===== config.mk =====
export PLATFORM = sky130hd
export DESIGN_NAME = fit_policy_block_allocator
export DESIGN_NICKNAME = d
export VERILOG_FILES = /design/src/design/fpba_pkg.sv /design/src/design/fit_policy_block_allocator.sv /design/src/design/fpba_ram.sv
export SDC_FILE = /design/constraint.sdc
export NUM_CORES = 1
export LEC_CHECK = 0
export BUFFER_PORTS_ARGS = -buffer_cell sky130_fd_sc_hd__buf_2
export CAP_MARGIN = 20
export CELL_PAD_IN_SITES_DETAIL_PLACEMENT = 0
export CELL_PAD_IN_SITES_GLOBAL_PLACEMENT = 1
export CORE_ASPECT_RATIO = 1.2
export CORE_UTILIZATION = 40
export DETAILED_ROUTE_END_ITERATION = 10
export PLACE_DENSITY_LB_ADDON = 0.15
export SETUP_SLACK_MARGIN = 0.5
export SLEW_MARGIN = 20
export SYNTH_ARGS = -nofsm -noshare
export SYNTH_HDL_FRONTEND = slang
export SYNTH_HIERARCHICAL = 1
export SYNTH_SLANG_ARGS = --single-unit

===== constraint.sdc =====
create_clock -name clk_i -period 3.95 [get_ports clk_i]
set_clock_uncertainty 0.05 [all_clocks]
set_input_delay 0.9875 -clock clk_i [delete_from_list [all_inputs] [get_ports clk_i]]
set_output_delay 0.9875 -clock clk_i [all_outputs]
set_load 0.05 [all_outputs]

===== src/design/fpba_pkg.sv =====
`timescale 1ns / 1ps

package fpba_pkg;

  typedef enum logic [1:0] {
    ST_IDLE,
    ST_SCAN,
    ST_DONE
  } state_e;

  typedef enum logic [1:0] {
    POL_FIRST = 2'd0,
    POL_BEST  = 2'd1,
    POL_WORST = 2'd2,
    POL_SPARE = 2'd3
  } policy_e;

  localparam int unsigned CFG_IDX_W  = 2;
  localparam int unsigned CFG_DATA_W = 4;
  localparam logic [CFG_IDX_W-1:0] CFG_POLICY        = 2'd0;
  localparam logic [CFG_IDX_W-1:0] CFG_BLOCKS_IN_USE = 2'd1;

  localparam logic MODE_LOAD     = 1'b0;
  localparam logic MODE_ALLOCATE = 1'b1;

  localparam int unsigned SIZE_W   = 16;
  localparam int unsigned INDEX_W  = 3;
  localparam int unsigned BIU_W    = 4;
  localparam logic [BIU_W-1:0] BIU_RESET = 4'd8;

endpackage


===== src/design/fit_policy_block_allocator.sv =====
`timescale 1ns / 1ps
// An allocate is accepted only in the idle state; the scan then compares entries 0 to limit - 1,
// limit being blocks_in_use capped at NUM_BLOCKS (fewer under first fit), and the result waits
// in the done state until the output is free. A new request is stalled until then; the scan
// reads one table entry per cycle from the single read port. A load writes its entry on acceptance.
// Reset: asynchronous, active low; all free sizes read as zero through per-entry valid
// bits, policy returns to first fit and blocks_in_use to 8.

module fit_policy_block_allocator
  import fpba_pkg::*;
#(
  parameter int unsigned NUM_BLOCKS = 8
) (
  input  logic                  clk_i,
  input  logic                  rst_ni,
  input  logic                  cfg_we_i,
  input  logic [CFG_IDX_W-1:0]  cfg_idx_i,
  input  logic [CFG_DATA_W-1:0] cfg_wdata_i,
  input  logic                  in_valid_i,
  output logic                  in_stall_o,
  input  logic                  mode_i,
  input  logic [INDEX_W-1:0]    block_index_i,
  input  logic [SIZE_W-1:0]     amount_i,
  output logic                  out_valid_o,
  input  logic                  out_stall_i,
  output logic                  granted_o,
  output logic [INDEX_W-1:0]    chosen_block_o
);

  localparam int unsigned AW = (NUM_BLOCKS > 1) ? $clog2(NUM_BLOCKS) : 1;
  localparam int unsigned CW = $clog2(NUM_BLOCKS + 1);
  localparam int unsigned LW = (CW > BIU_W) ? CW : BIU_W;
  localparam logic [LW-1:0] NB = LW'(NUM_BLOCKS);

  state_e state_q, state_d;

  logic [1:0]        policy_q;
  logic [BIU_W-1:0]  biu_q;
  logic [NUM_BLOCKS-1:0] valid_q;

  logic [SIZE_W-1:0] amt_q;
  logic [AW-1:0]     cmp_idx_q;
  logic              found_q, found_d;
  logic [AW-1:0]     pick_q, pick_d;
  logic [SIZE_W-1:0] pick_size_q, pick_size_d;

  logic              out_valid_q;
  logic              granted_q;
  logic [INDEX_W-1:0] chosen_q;

  logic [LW-1:0]     limit;
  logic [LW-1:0]     idx_ext;
  logic              in_acc;
  logic              load_hit;
  logic              out_free;

  logic              ram_we;
  logic [AW-1:0]     ram_waddr;
  logic [SIZE_W-1:0] ram_wdata;
  logic [AW-1:0]     ram_raddr;
  logic [SIZE_W-1:0] ram_rdata;
  logic [SIZE_W-1:0] eff_size;
  logic              fits, take, last, stop_first;
  logic              done_fire;

  assign limit    = (LW'(biu_q) > NB) ? NB : LW'(biu_q);
  assign idx_ext  = LW'(block_index_i);
  assign in_stall_o = (state_q != ST_IDLE);
  assign in_acc   = in_valid_i && !in_stall_o;
  assign load_hit = in_acc && (mode_i == MODE_LOAD) && (idx_ext < NB);
  assign out_free = !out_valid_q || !out_stall_i;
  assign done_fire = (state_q == ST_DONE) && out_free;

  // Entries never written read as zero.
  assign eff_size = valid_q[cmp_idx_q] ? ram_rdata : '0;
  assign fits     = (eff_size >= amt_q);
  assign take     = fits && (!found_q ||
                    ((policy_q == POL_BEST)  && (eff_size < pick_size_q)) ||
                    ((policy_q == POL_WORST) && (eff_size > pick_size_q)));
  assign stop_first = fits && (policy_q != POL_BEST) && (policy_q != POL_WORST);
  assign last     = (LW'(cmp_idx_q) == (limit - LW'(1)));

  always_comb begin
    ram_we    = 1'b0;
    ram_waddr = idx_ext[AW-1:0];
    ram_wdata = amount_i;
    if (load_hit) begin
      ram_we = 1'b1;
    end else if (done_fire && found_q) begin
      ram_we    = 1'b1;
      ram_waddr = pick_q;
      ram_wdata = pick_size_q - amt_q;
    end
  end

  // Prefetch the next entry while comparing the current one.
  assign ram_raddr = (state_q == ST_SCAN) ? AW'(cmp_idx_q + AW'(1)) : '0;

  fpba_ram #(
    .WIDTH(SIZE_W),
    .DEPTH(NUM_BLOCKS)
  ) u_free_ram (
    .clk_i  (clk_i),
    .we_i   (ram_we),
    .waddr_i(ram_waddr),
    .wdata_i(ram_wdata),
    .raddr_i(ram_raddr),
    .rdata_o(ram_rdata)
  );

  always_comb begin
    state_d     = state_q;
    found_d     = found_q;
    pick_d      = pick_q;
    pick_size_d = pick_size_q;
    unique case (state_q)
      ST_IDLE: begin
        if (in_acc && (mode_i == MODE_ALLOCATE)) begin
          found_d = 1'b0;
          pick_d  = '0;
          state_d = (limit == '0) ? ST_DONE : ST_SCAN;
        end
      end
      ST_SCAN: begin
        if (take) begin
          found_d     = 1'b1;
          pick_d      = cmp_idx_q;
          pick_size_d = eff_size;
        end
        if (last || stop_first) begin
          state_d = ST_DONE;
        end
      end
      ST_DONE: begin
        if (out_free) begin
          state_d = ST_IDLE;
        end
      end
      default: state_d = ST_IDLE;
    endcase
  end

  always_ff @(posedge clk_i or negedge rst_ni) begin
    if (!rst_ni) begin
      state_q     <= ST_IDLE;
      policy_q    <= POL_FIRST;
      biu_q       <= BIU_RESET;
      valid_q     <= '0;
      found_q     <= 1'b0;
      out_valid_q <= 1'b0;
    end else begin
      state_q <= state_d;
      found_q <= found_d;
      if (cfg_we_i) begin
        unique case (cfg_idx_i)
          CFG_POLICY:        policy_q <= cfg_wdata_i[1:0];
          CFG_BLOCKS_IN_USE: biu_q    <= cfg_wdata_i[BIU_W-1:0];
          default: ;
        endcase
      end
      if (ram_we) begin
        valid_q[ram_waddr] <= 1'b1;
      end
      if (done_fire) begin
        out_valid_q <= 1'b1;
      end else if (out_valid_q && !out_stall_i) begin
        out_valid_q <= 1'b0;
      end
    end
  end

  always_ff @(posedge clk_i) begin
    pick_q      <= pick_d;
    pick_size_q <= pick_size_d;
    if (in_acc) begin
      amt_q     <= amount_i;
      cmp_idx_q <= '0;
    end else if (state_q == ST_SCAN) begin
      cmp_idx_q <= AW'(cmp_idx_q + AW'(1));
    end
    if (done_fire) begin
      granted_q <= found_q;
      chosen_q  <= found_q ? INDEX_W'(pick_q) : '0;
    end
  end

  assign out_valid_o    = out_valid_q;
  assign granted_o      = granted_q;
  assign chosen_block_o = chosen_q;

endmodule


===== src/design/fpba_ram.sv =====
`timescale 1ns / 1ps

module fpba_ram #(
  parameter int unsigned WIDTH = 16,
  parameter int unsigned DEPTH = 8,
  parameter int unsigned AW    = (DEPTH > 1) ? $clog2(DEPTH) : 1
) (
  input  logic             clk_i,
  input  logic             we_i,
  input  logic [AW-1:0]    waddr_i,
  input  logic [WIDTH-1:0] wdata_i,
  input  logic [AW-1:0]    raddr_i,
  output logic [WIDTH-1:0] rdata_o
);

  logic [WIDTH-1:0] mem_q [DEPTH];
  logic [WIDTH-1:0] rdata_q;

  always_ff @(posedge clk_i) begin
    if (we_i) begin
      mem_q[waddr_i] <= wdata_i;
    end
    rdata_q <= mem_q[raddr_i];
  end

  assign rdata_o = rdata_q;

endmodule


==> summary.txt <==
hpwl dp = 14.98 mm
initial DRC count = 264
diodes inserted = 0
R2R cell count = 12
reg2reg setup slack = 590 ps
number of hold buffers added after CTS = 0
Die H = 170.7 microns
Final Worst Setup Slack = 587.1 ps
ys flop type = edfxtp_1
Die ar. = 24340 sq um
Core Box Area = 23200 sq um
Fmax achieved = 297.4 MHz
largest net degree at the start of global routing = 33
Residual DRC = 0
clk root buf = clkbuf_16
htree depth = 1
routability congestion estimate = 0.8286
sequential share of the synthesized area = 61.63%
Setup TNS = 0 ps
CTS tree = yes
antenna violations before repair = 0
status = complete, no violations
syn nets = 718
Via density = 5.344
final period utilization = 85.14%
share of the synthesized area in the top cell type = 52.86%
hold_ws = 364.9 ps
fillers = 2108
vias in the first global route = 5756
worst slew margin relative to its limit = 36.46%
most common cell after layout, fill and taps aside = edfxtp_1
synth warn = 6
count of pins over their slew limit = 0
critical path endpoint category = register
register area = 5853 sq um
Worst-Margin Slew = 943.1 ps
Setup Slack @ Placement = 202.6 ps
Tmin final = 3363 ps
Top-Level Pins = 37
Crit Path Class = reg2reg
Netlist cell types = 72
Mapped Area = 9487 sq um
most frequent cells in the layout = edfxtp_1 (167), ha_1 (48), nand2_1 (42), inv_1 (39), buf_2 (36)
total number of vias = 5568
cell taking the most area after synthesis = edfxtp_1
global-route wire length before repair = 32.83 mm
total CTS buffers = 23
Initial Util = 40.89%
Max-Cap Viols = 0
area occupied by multi-input gates = 3488 sq um
grt total ovfl = 0
DRT Wirelength = 21.64 mm
Critical Path Fanout Max = 16
Final Hold Viols = 0
Die Wd = 142.6 microns
fin cells = 1042
Crit path required time = 4120 ps
P&R area growth vs syn = 16.14%
gr usage total = 18.35%
clock buffer depth = 3
Yosys reg bits = 204
startpoint type of the worst setup path = register
syn_area_per_cell = 14.87 sq um
RR Endpoint = pick_size_q[8]$_DFFE_PP_
Util after Layout = 47.49%
cells after synthesis = 638
Port Buffers = 36
clock sink count = 204
Worst VDD drop = 264.2 uV
Clk Latency, worst-skew pair = 500 ps
Leakage = 4.157 nW
arrival time worst endpoint = 3530 ps
RR Startpoint = cmp_idx_q[1]$_SDFFE_PP0P_
min-delay worst type = in2async
drt wl/cell = 20.77 microns
share of synthesized registers carrying an async set or reset = 8.824%
Final nets = 791
Routed Antenna Nets = 0
Placed Cells incl. Taps = 996
RSZ-0062 raised after global routing = no
largest cells by area after synthesis = edfxtp_1 (53%), mux4_1 (7.8%), ha_1 (6.3%)
Pwr Density = 664.3 nW/um^2
number of synthesized flops with an enable pin = 167
floorplan row count = 61
share of layout cells above drive strength 1 = 22.97%
TritonRoute pass-1 iters = 5
endpoints failing setup = 0
CTS clk-pin slew, worst paths = 60 ps
==> critical path, stage by stage, from the launching register on <==
cell,delay [ps]
dfxtp_4,420
mux2i_2,280
a22oi_2,90
buf_6,170
and3_4,190
ha_1,280
nor2b_1,140
or3_1,330
a311oi_2,290
nor2_1,90
o31a_1,330
o21ai_4,220
clkbuf_16,190
==> Yosys cell counts (all sizes together) (3+ instances only) <==
master and count:
or2 4, xnor2 8, o21a 9, nand4 9, o211ai 8, nand2b 10, mux2 22, o21ai 20
a21oi 14, dfrtp 17, o31ai 5, a211o 3, nand3 7, mux2i 6, xor2 3, and2 9
or3 3, a22oi 4, o2111ai 4, nor2 29, buf 12, o21bai 3, a21o 7, a31o 5
nand2 42, nor2b 8, and3 15, nor3 8, a211oi 3, inv 41, ha 48, edfxtp 167
a311oi 3, clkbuf 7, mux4 32, dfxtp 19
==> state kept, by name, indices dropped and copies added (netlist names) <==
name and count:
u_free_ram/rdata_o 16, valid_q 8, cmp_idx_q 3, policy_q 2, amt_q 16, biu_q 4
u_free_ram/mem_q 128, state_q 2, pick_q 3, pick_size_q 16, granted_o 1, found_q 1
out_valid_o 1, chosen_block_o 3
==> final cells by class <==
type	count	share of cell area (%)
Clock inverter	17	0.9425
Sequential cell	204	53.12
Timing Repair Buffer	67	4.043
Tap cell	315	3.577
Multi-Input combinational cell	374	31.66
Clock buffer	24	5.258
Inverter	41	1.397
==> metrics by stage <==
step,power (mW),instance area (sq um)
6_report,7.320,11020
5_1_grt,7.737,11020
4_1_cts,7.290,10910
3_5_place_dp,5.300,10180
3_3_place_gp,5.246,10180
2_1_floorplan,4.609,9509
==> worst max-delay path by stage <==
stage                                          from                               end  slack, ps  cells past startpoint
after global placement    cmp_idx_q[1]$_SDFFE_PP0P_          pick_size_q[8]$_DFFE_PP_        370                     12
after global routing      cmp_idx_q[1]$_SDFFE_PP0P_          pick_size_q[8]$_DFFE_PP_        480                     12
after floorplan                         out_stall_i  u_free_ram/mem_q[2][0]$_DFFE_PP_        390                      7
after CTS                 cmp_idx_q[1]$_SDFFE_PP0P_          pick_size_q[9]$_DFFE_PP_        510                     12
after detailed placement  cmp_idx_q[1]$_SDFFE_PP0P_          pick_size_q[9]$_DFFE_PP_        200                     12
final                     cmp_idx_q[1]$_SDFFE_PP0P_          pick_size_q[8]$_DFFE_PP_        590                     12
==> report_power, final <==
group	internal (mW)	switching, mW	total (mW)
sequential	2.75	0.189	2.93
clock	1.07	0.838	1.91
combinational	1.06	1.42	2.48
==> metal layers <==
layer / GRT usage, % / up-vias / share of wire, %
met5: 0 / - / 0
met4: 5.657 / 0 / 2.5
met3: 2.239 / 35 / 3.0
met2: 32.35 / 101 / 51
met1: 23.52 / 2803 / 44
li1: - / 2629 / -
==> what timing repair did <==
item,4_1_cts,5_1_grt
setup buffers,1,3
setup endpoints to repair,19,19
gates resized for setup,10,14
pin swaps,1,7
gates cloned,0,1
==> cell families (layout without fill, tap and decap cells) <==
logic type               after synthesis  after routing  synth area share, %
buffers and inverters                 60            149                2.783
adder cells (fa/ha/maj)               49             49                6.542
multiplexers                          60             60                11.95
AND/OR/NAND/NOR                      152            152                8.256
flip-flops                           204            204                61.63
XOR/XNOR                              11             11                1.016
AO/OA/AOI/OAI                        102            102                7.821
No activity file was read; power rests on OpenSTA's default activity.
